File: src/sv/capsule_support_point_unit_defines.svh
// Assertion helpers for the file that checks its own logic.
`ifndef CAPSULE_SUPPORT_POINT_UNIT_DEFINES_SVH
`define CAPSULE_SUPPORT_POINT_UNIT_DEFINES_SVH

// Checked only while out of reset.
`define CSP_ASSERT(lbl, prop, msg) \
  lbl: assert property (@(posedge clk_i) disable iff (!rst_ni) prop) else $error(msg);

// Checked at every edge, reset included.
`define CSP_ASSERT_ALWAYS(lbl, prop, msg) \
  lbl: assert property (@(posedge clk_i) prop) else $error(msg);

`endif

File: src/sv/csp_pkg.sv
package csp_pkg;

  localparam int unsigned NumComp    = 3;
  localparam int unsigned MagW       = 32;
  localparam int unsigned SqW        = 64;
  localparam int unsigned RootW      = 32;
  localparam int unsigned QuotW      = 31;
  localparam int unsigned RadiusW    = 31;
  localparam int unsigned HalfW      = 30;
  localparam int unsigned ProdW      = 63;
  localparam int unsigned SqrtSteps  = 32;
  localparam int unsigned QueueDepth = 4;
  localparam int unsigned QueuePtrW  = 2;
  localparam int unsigned CfgIdxW    = 2;

  localparam logic [CfgIdxW-1:0] CfgRadius = 2'd0;
  localparam logic [CfgIdxW-1:0] CfgLength = 2'd1;

  typedef logic [NumComp-1:0][MagW-1:0] mag_vec_t;

  typedef struct packed {
    mag_vec_t           mag;
    logic [NumComp-1:0] neg;
    logic               zero;
  } dir_item_t;

  typedef struct packed {
    logic full;
    logic empty;
  } queue_status_t;

endpackage

File: src/sv/csp_queue.sv
module csp_queue (
  input  logic                   clk_i,
  input  logic                   rst_ni,
  input  logic                   push_i,
  input  csp_pkg::dir_item_t     data_i,
  input  logic                   pop_i,
  output csp_pkg::dir_item_t     data_o,
  output csp_pkg::queue_status_t status_o
);

  csp_pkg::dir_item_t             mem_q [csp_pkg::QueueDepth];
  logic [csp_pkg::QueuePtrW-1:0]  wr_q, wr_d, rd_q, rd_d;
  logic [csp_pkg::QueuePtrW:0]    cnt_q, cnt_d;

  always_comb begin
    wr_d  = push_i ? wr_q + 1'b1 : wr_q;
    rd_d  = pop_i ? rd_q + 1'b1 : rd_q;
    cnt_d = cnt_q;
    if (push_i && !pop_i) cnt_d = cnt_q + 1'b1;
    if (pop_i && !push_i) cnt_d = cnt_q - 1'b1;
  end

  always_ff @(posedge clk_i or negedge rst_ni) begin
    if (!rst_ni) begin
      wr_q  <= '0;
      rd_q  <= '0;
      cnt_q <= '0;
    end else begin
      wr_q  <= wr_d;
      rd_q  <= rd_d;
      cnt_q <= cnt_d;
    end
  end

  always_ff @(posedge clk_i) begin
    if (push_i) mem_q[wr_q] <= data_i;
  end

  assign data_o         = mem_q[rd_q];
  assign status_o.full  = (cnt_q == (csp_pkg::QueuePtrW+1)'(csp_pkg::QueueDepth));
  assign status_o.empty = (cnt_q == '0);

endmodule

File: config.mk
export PLATFORM = sky130hd
export DESIGN_NAME = csp_queue
export DESIGN_NICKNAME = d
export VERILOG_FILES = /design/src/sv/capsule_support_point_unit_defines.svh /design/src/sv/csp_pkg.sv /design/src/sv/csp_queue.sv
export SDC_FILE = /design/constraint.sdc
export NUM_CORES = 1
export LEC_CHECK = 0
export CORE_MARGIN = 2
export CORE_UTILIZATION = 57
export CTS_CLUSTER_SIZE = 10
export DETAILED_ROUTE_END_ITERATION = 12
export DONT_BUFFER_PORTS = 1
export GPL_ROUTABILITY_DRIVEN = 0
export PLACE_DENSITY = 0.87
export SYNTH_ARGS = -nofsm -noshare
export SYNTH_HDL_FRONTEND = slang
export SYNTH_SLANG_ARGS = --single-unit
File: constraint.sdc
create_clock -name clk_i -period 3.7 [get_ports clk_i]
set_input_delay 0.74 -clock clk_i [delete_from_list [all_inputs] [get_ports clk_i]]
set_output_delay 0.74 -clock clk_i [all_outputs]
set_load 0.05 [all_outputs]
==> results.toml <==
[pwr]
powerDensity_mw_per_mm2 = 949
ir_drop_mv = 0.703
leakagePower_nw = 5.20
clkPwrFrac_pct = 24.3
seqPwrFrac_pct = 40.6
p_sw_share_pct = 38.1
intPower_mw = 9.69
comb_power_share_pct = 35.1
netSwitchingPower_mw = 5.95
power_mw = 15.6

[grt]
overflow = 0
grt_pass1_wl_um = 38500
grt_pass1_vias = 6311
gr-usage-all-layers_pct = 19.3
grt_max_degree = 84
antenna_found_initial = 0

[timing]
relSlewSlack_pct = 49.3
tightest_slew_ns = 0.761
grt_setup_unrepaired = "false"
finalClockSkew_ns = 0.00630
setup_viol = 0
slew_violations = 0
finalSetupTns_ns = 0
holdWs_ns = 0.306
period_share_pct = 82.0
fmax_mhz = 329
hold_viol = 0
min_period_ns = 3.04

[synthesis]
synth_edf_count = 400
synth-seq-cells = 407
yosysUniqueCellTypes = 18
syn_avg_cell_area_um2 = 26.5
synth-warning-count = 0
ys.flop_type = "edfxtp_1"
syn_nets = 669
synth_area_mm2 = 0.0148
synthArstFlopShare_pct = 1.72
ys_seq_area_share_pct = 82.2
synth_cells = 559

[placement]
io_buffers = 0
dp_cells = 882
hpwl_um = 15300
placed_area_mm2 = 0.0153

[cells_and_area]
diodes = 0
fin_area_mm2 = 0.0165
layout_commonest_cell = "edfxtp_1"
most-common-layout-cells = "edfxtp_1 (400), mux4_2 (100), clkbuf_16 (47)"
fin_nets = 706
stdcell_count = 942
drive_above_1_share_pct = 27.0
syn_to_final_growth_pct = 11.2

[run_status]
status = "finished, final reports clean"

[die]
start_util_pct = 57.6
core-area_mm2 = 0.0258
die_width_um = 165
die-area_mm2 = 0.0273
chipHeight_um = 165
ioPinCount = 206
rows = 59

[drt]
ant_nets = 0
dr.pass1.iters = 7
drcViolationCount = 0
drt-initial-drc-count = 507
vias_per_cell = 6.16
wl_um = 26100
vias = 5802
wire_per_inst_um = 27.8

[clocking]
clk_pin_slew_ns = 0.05
ctsHoldBuffers = 1
root_buffer = "clkbuf_16"
postCtsSetupBuffers = 0
cts_buffers = 46
cts_resized = 0
cts_tree = "done"
cts_max_path_buffers = 3
htreeDepth = 2
clk-insertion-delay-late_ns = 0.52
cts_sinks = 407

[setup_path]
worst_setup_path_start_kind = "flop"
crit_path_max_fanout = 17
arrival_ns = 2.30
critical_path_required_ns = 2.96
cp-end-kind = "primary output"
critPathKind = "flop to primary output"

[min_path]
min_path_type = "input pin to flop"

[flow_run]
cap_violations = 0
worst paths after layout:
kind	from	depth (start not counted)	endpoint	slack [ns]
setup / recovery	rd_q[0]$_DFFE_PN0P_	2	data_o[91]	0.66
hold / removal	pop_i	1	rd_q[0]$_DFFE_PN0P_	0.31
setup reg to reg	wr_q[0]$_DFFE_PN0P_	4	mem_q[2][98]$_DFFE_PP_	1.61
hold reg to reg	cnt_q[2]$_DFFE_PN0P_	1	cnt_q[2]$_DFFE_PN0P_	0.50
max in group asynchronous	rst_ni	1	rd_q[0]$_DFFE_PN0P_	2.87
min in group asynchronous	rst_ni	1	wr_q[1]$_DFFE_PN0P_	0.55
cell type report:
| class | instances | area (µm²) |
|---|---|---|
| Multi-Input combinational cell | 124 | 2460 |
| Timing Repair Buffer | 11 | 173 |
| Clock inverter | 2 | 12.5 |
| Tap cell | 335 | 419 |
| Sequential cell | 407 | 12200 |
| Fill cell | 1552 | 9270 |
| Inverter | 6 | 22.5 |
| Clock buffer | 57 | 1210 |
Yosys cell counts (3+ instances only):
| master | count | area (µm²) |
|---|---|---|
| ha_1 | 5 | 62.6 |
| buf_2 | 10 | 50.1 |
| inv_1 | 6 | 22.5 |
| xor2_1 | 4 | 35.0 |
| buf_6 | 9 | 101 |
| and2_1 | 4 | 25.0 |
| dfrtp_1 | 7 | 175 |
| nand2_1 | 3 | 11.3 |
| edfxtp_1 | 400 | 12000 |
| mux4_2 | 100 | 2250 |
registers in the layout (all words and copies together) (netlist names):
name	flops
cnt_q	3
mem_q	400
wr_q	2
rd_q	2
metal layers:
layer | up-vias | routed length, µm | track usage, % | part of all wire, %
met5 | - | 0 | 0 | 0
met4 | 0 | 731 | 6.11 | 2.8
met3 | 48 | 2390 | 6.24 | 9.1
met2 | 256 | 13700 | 32.6 | 52
met1 | 3042 | 9330 | 24.1 | 36
li1 | 2456 | - | - | -
critical path, cell delays in order (launching register included):
cell	delay, ns
dfrtp_4	0.63
buf_4	0.39
mux4_2	0.73
through the flow:
step	worst slack, ns	util [%]
floorplan	0.181	-
global placement	1.16	59.2
detailed placement	1.15	59.2
CTS	0.600	64.0
global route	0.528	64.0
finish	0.664	64.0
logic make-up (layout without fill, tap and decap cells):
logic type	count (synthesis)	after routing	share of synthesized area [%]
DFF	407	407	82.2
adders and majority gates	6	6	0.557
xor gates and xnor gates	6	6	0.354
and+or+nand+nor	10	10	0.346
AOI/OAI and AO/OA	2	2	0.0675
buffers and inverters	28	76	1.30
muxes	100	100	15.2
power by group through the flow:
stage / sequential, mW / clock, mW / combinational (mW)
4_1_cts: 6.37 / 3.89 / 5.58
5_1_grt: 6.43 / 4.05 / 5.71
6_report: 6.35 / 3.80 / 5.49
3_3_place_gp: 6.37 / 0 / 5.47
3_5_place_dp: 6.44 / 0 / 5.57
2_1_floorplan: 6.32 / 0 / 4.97
Note: power is estimated with default switching activity, not from simulation.
