--- src/sv/capsule_support_point_unit_defines.svh ---
// Assertion helpers for the file that checks its own logic.
`ifndef CAPSULE_SUPPORT_POINT_UNIT_DEFINES_SVH
`define CAPSULE_SUPPORT_POINT_UNIT_DEFINES_SVH

// Checked only while out of reset.
`define CSP_ASSERT(lbl, prop, msg) \
  lbl: assert property (@(posedge clk_i) disable iff (!rst_ni) prop) else $error(msg);

// Checked at every edge, reset included.
`define CSP_ASSERT_ALWAYS(lbl, prop, msg) \
  lbl: assert property (@(posedge clk_i) prop) else $error(msg);

`endif

--- src/sv/csp_pkg.sv ---
package csp_pkg;

  localparam int unsigned NumComp    = 3;
  localparam int unsigned MagW       = 32;
  localparam int unsigned SqW        = 64;
  localparam int unsigned RootW      = 32;
  localparam int unsigned QuotW      = 31;
  localparam int unsigned RadiusW    = 31;
  localparam int unsigned HalfW      = 30;
  localparam int unsigned ProdW      = 63;
  localparam int unsigned SqrtSteps  = 32;
  localparam int unsigned QueueDepth = 4;
  localparam int unsigned QueuePtrW  = 2;
  localparam int unsigned CfgIdxW    = 2;

  localparam logic [CfgIdxW-1:0] CfgRadius = 2'd0;
  localparam logic [CfgIdxW-1:0] CfgLength = 2'd1;

  typedef logic [NumComp-1:0][MagW-1:0] mag_vec_t;

  typedef struct packed {
    mag_vec_t           mag;
    logic [NumComp-1:0] neg;
    logic               zero;
  } dir_item_t;

  typedef struct packed {
    logic full;
    logic empty;
  } queue_status_t;

endpackage

--- src/sv/csp_front.sv ---
module csp_front (
  input  logic                clk_i,
  input  logic                rst_ni,
  input  logic                in_valid_i,
  output logic                in_ready_o,
  input  logic signed [31:0]  dir_x_i,
  input  logic signed [31:0]  dir_y_i,
  input  logic signed [31:0]  dir_z_i,
  output logic                item_valid_o,
  input  logic                item_ready_i,
  output csp_pkg::dir_item_t  item_o
);

  logic                            en;
  logic                            a_v_q;
  csp_pkg::mag_vec_t               a_mag_q;
  logic [csp_pkg::NumComp-1:0]     a_neg_q;
  logic                            b_v_q;
  csp_pkg::dir_item_t              b_q;
  logic [csp_pkg::NumComp-1:0][31:0] dir;
  csp_pkg::mag_vec_t               mag_d;
  logic [csp_pkg::NumComp-1:0]     neg_d;
  logic [31:0]                     big;
  logic [4:0]                      k;
  csp_pkg::dir_item_t              b_d;

  assign en         = !(b_v_q && !item_ready_i);
  assign in_ready_o = en;

  assign dir[0] = dir_x_i;
  assign dir[1] = dir_y_i;
  assign dir[2] = dir_z_i;

  // Magnitudes; the most negative value maps to 2^31, which fits unsigned.
  always_comb begin
    for (int i = 0; i < csp_pkg::NumComp; i++) begin
      neg_d[i] = dir[i][31];
      mag_d[i] = dir[i][31] ? 32'(-dir[i]) : dir[i];
    end
  end

  // Common left shift that brings the largest magnitude to at least 2^30.
  always_comb begin
    big = a_mag_q[0];
    if (a_mag_q[1] > big) big = a_mag_q[1];
    if (a_mag_q[2] > big) big = a_mag_q[2];
    k = 5'd0;
    for (int p = 0; p < 31; p++) begin
      if (big[p]) k = 5'(30 - p);
    end
    if (big[31]) k = 5'd0;
    for (int i = 0; i < csp_pkg::NumComp; i++) begin
      b_d.mag[i] = a_mag_q[i] << k;
    end
    b_d.neg  = a_neg_q;
    b_d.zero = (big == 32'd0);
  end

  always_ff @(posedge clk_i or negedge rst_ni) begin
    if (!rst_ni) begin
      a_v_q <= 1'b0;
      b_v_q <= 1'b0;
    end else if (en) begin
      a_v_q <= in_valid_i;
      b_v_q <= a_v_q;
    end
  end

  always_ff @(posedge clk_i) begin
    if (en && in_valid_i) begin
      a_mag_q <= mag_d;
      a_neg_q <= neg_d;
    end
    if (en && a_v_q) begin
      b_q <= b_d;
    end
  end

  assign item_valid_o = b_v_q;
  assign item_o       = b_q;

endmodule

--- config.mk ---
export PLATFORM = sky130hd
export DESIGN_NAME = csp_front
export DESIGN_NICKNAME = d
export VERILOG_FILES = /design/src/sv/capsule_support_point_unit_defines.svh /design/src/sv/csp_pkg.sv /design/src/sv/csp_front.sv
export SDC_FILE = /design/constraint.sdc
export NUM_CORES = 1
export LEC_CHECK = 0
export BUFFER_PORTS_ARGS = -buffer_cell sky130_fd_sc_hd__buf_2
export CAP_MARGIN = 0
export CORE_MARGIN = 1.5
export CORE_UTILIZATION = 40
export CTS_CLUSTER_DIAMETER = 80
export DETAILED_ROUTE_END_ITERATION = 10
export PLACE_DENSITY_LB_ADDON = 0.12
export SLEW_MARGIN = 20
export SYNTH_ARGS = -nofsm -noshare
export SYNTH_HDL_FRONTEND = slang
export SYNTH_SLANG_ARGS = --single-unit
--- constraint.sdc ---
create_clock -name clk_i -period 17.5 [get_ports clk_i]
set_clock_uncertainty 0.15 [all_clocks]
set_input_delay 3.5 -clock clk_i [delete_from_list [all_inputs] [get_ports clk_i]]
set_output_delay 3.5 -clock clk_i [all_outputs]
set_load 0.02 [all_outputs]
==> impl_metrics.toml <==
[run_status]
outcome = "complete, no violations"

[synth]
postSynthAreaPerCell_um2 = 9.86
yosys.area.top_type = "edfxtp_1"
synth_area_leaders = "edfxtp_1, mux2i_1, ha_1"
ys_ff_latch = 201
synth.top_cell.area_share = 0.372
ys_warn_count = 0
yosysSeqAreaShare = 0.376
synth_common_cells = "mux2i_1, edfxtp_1, nor2_1, a21oi_1, nand2_1"
synth_most_common_cell = "mux2i_1"
syn-cell-area_um2 = 16000
synth-edff-count = 199
synth_nets = 1794
yosysUniqueCellTypes = 91
synthCells = 1627
async_flop_share = 0.00995
synthFlopType = "edfxtp_1"

[setup_path]
critPathMaxFanout = 68
critPathSlowestCell = "buf_4"
end_kind = "register"
crit_family = "compound AO/OA/AOI/OAI gates"
cp_cell_sequence = "inv_1 > ha_1 > nand4_1 > nor2_1 > o2bb2ai_1 > o41ai_2 > nand2_4 > nor2_1 > a21oi_1 > ha_1 > a21oi_1 > o21ai_1 > a221o_1 > o31ai_1 > a21boi_4 > o41a_1 > o2bb2ai_4 > buf_4 > inv_1 > mux2i_1 > mux2i_1 > a211oi_1 > a21o_1"
startpoint_type = "register"
crit_buf_inv = 3
worstSetupPathType = "reg2reg"
max_stage_delay_ps = 920
required_ps = 17740
critPathArrivalTime_ps = 8890

[placement]
hpwl_mm = 44.8
placed_area_um2 = 17400
port_buffers = 201
place_congestion = 0.993
place_ws_ps = 8840

[hold_path]
min_path_type = "reg2reg"

[grt]
grt_antenna_before_repair = 0
grt_usage = 0.273
gr-total-overflow = 0
grt_pass1_wl_mm = 85.4
grt_start_max_net_pins = 73
grt_pass1_vias = 13500

[clock_network]
cts_resized = 0
cts_buffers = 22
cts-hold-fix-buffers = 0
cts.path.max_buffers = 3
clk_latency_ps = 520
cts_tree = "done"
cts_max_level = 1
clk_pin_slew_ps = 60
cts_setup_buffers = 0
cts.sinks = 201
clockRootBuffer = "clkbuf_16"

[floorplan]
die_width_um = 203
initial_core_util = 0.405
pin_count = 202
rows = 73
die_area_um2 = 41300
die_h_um = 203
coreArea_um2 = 39600

[timing]
fin_crit_sh = 0.494
fmax_ghz = 0.116
worstMarginPinSlew_ps = 1040
maxSlewHeadroom = 0.303
setup-tns-final_ps = 0
period_minus_slack_ps = 8640
finalMaxSlewViolations = 0
final_hold_viol_count = 0
rsz0062_at_grt = "no"
setup_slack_ps = 8860
finalSetupViolations = 0

[power]
power_density_nw_per_um2 = 117
p_leak_nw = 7.29
vdd_drop_max_v = 0.0000468

[route]
vias_per_cell = 6.03
dr.pass1.iters = 7
drt_iter0_drc = 1225
wirelength_mm = 57.4
vias = 14000
post-route-drc-count = 0
wire_per_inst_um = 24.7
ant_nets = 0

[finish]
nFillCells = 3872
syn_to_final_growth_pct = 13.4
design_area_um2 = 18200
drive_gt1_frac = 0.176
antenna_cells = 0
layout.nets = 1952

[job]
cap_violations = 0
## final cells by class
class / count / area (µm²) / area share
flip-flops and latches: 201 / 6030 / 0.331
well taps: 525 / 657 / 0.0361
inverters: 55 / 206 / 0.0113
repair buffers: 218 / 1130 / 0.0623
clock inverters: 16 / 216 / 0.0119
multi-input cells: 1287 / 9380 / 0.515
clock buffers: 24 / 579 / 0.0318
## worst reg2reg max path: cells and delay by family, from the launching register on
family          cells  cell delay (ps)
flops               1              500
buf+inv             3             1770
mux                 2              770
fa+ha+maj           2              660
compound gates     12             3520
simple gates        4             1130
## where the power goes
| group | total [mW] | internal, mW | switching (mW) | leakage, nW |
|---|---|---|---|---|
| clock network | 0.506 | 0.314 | 0.192 | 0.391 |
| registers | 0.705 | 0.644 | 0.0612 | 1.92 |
| logic | 0.917 | 0.340 | 0.577 | 4.98 |
| total | 2.13 | 1.30 | 0.831 | 7.29 |
## logic make-up after synthesis
| group | Yosys count | share of synthesized area |
|---|---|---|
| AND/OR/NAND/NOR | 451 | 0.138 |
| AO/OA/AOI/OAI | 422 | 0.176 |
| multiplexers | 260 | 0.167 |
| flip-flops | 201 | 0.376 |
| buffers and inverters | 139 | 0.0437 |
| XOR/XNOR | 87 | 0.0475 |
| adder cells (fa/ha/maj) | 67 | 0.0522 |
## sequential cells by signal, indices dropped and copies added, names as in the netlist
name,count
a_v_q,1
a_neg_q,3
item_o,100
item_valid_o,1
a_mag_q,96
## final timing paths
kind / slack, ps / endpoint / cells after the start / from
max: 8860 / item_o[35] / 23 / a_mag_q[9]
min: 260 / item_o[2] / 0 / a_neg_q[1]
max reg2reg: 8860 / item_o[35] / 23 / a_mag_q[9]
min reg2reg: 260 / item_o[2] / 0 / a_neg_q[1]
max in group asynchronous: 14500 / a_v_q / 1 / rst_ni
min in group asynchronous: 2600 / item_valid_o / 1 / rst_ni
## routing by layer
layer	share of wire	global-route usage	up-vias
li1	-	-	6573
met5	0	0	-
met4	0.037	0.106	0
met3	0.066	0.0398	99
met1	0.46	0.387	6775
met2	0.44	0.419	570
## stage by stage
stage / power, mW / utilization / hold slack [ps] / std cells
final: 2.13 / 0.459 / 264 / 2326
after detailed placement: 1.61 / 0.439 / 255 / 2286
after floorplan: 1.35 / - / 250 / 1627
after CTS: 2.13 / 0.459 / 265 / 2326
after global routing: 2.24 / 0.459 / 289 / 2326
after global placement: 1.61 / 0.439 / 252 / 2286
## cell usage in the layout (no fill, tap or decap), types with 5 or more instances in the layout
cell type  count
nor2b_1        9
buf_2        201
o22a_1         9
a21oi_1      117
inv_1         52
nor4_1        18
a21o_1        14
o211ai_1       7
and3_1         6
ha_1          67
o41ai_1       10
a22oi_1       10
and2_1        11
clkinv_2       5
mux2_2        24
o21ai_1       10
nand2b_1      16
nand3_1       26
nand4_1       22
o22ai_1       31
nor2_1       140
clkbuf_16     23
edfxtp_1     199
buf_4         17
o31ai_1       31
a211oi_1      23
or3_1         16
a31oi_1        5
o21ai_0       77
mux2i_1      231
or4_1         19
nand2_1      110
o21a_1         5
bufinv_16      5
o2bb2ai_1      5
nor3_1        29
xnor2_1       86
o221ai_1       8
No activity file was read; power rests on OpenSTA's default activity.
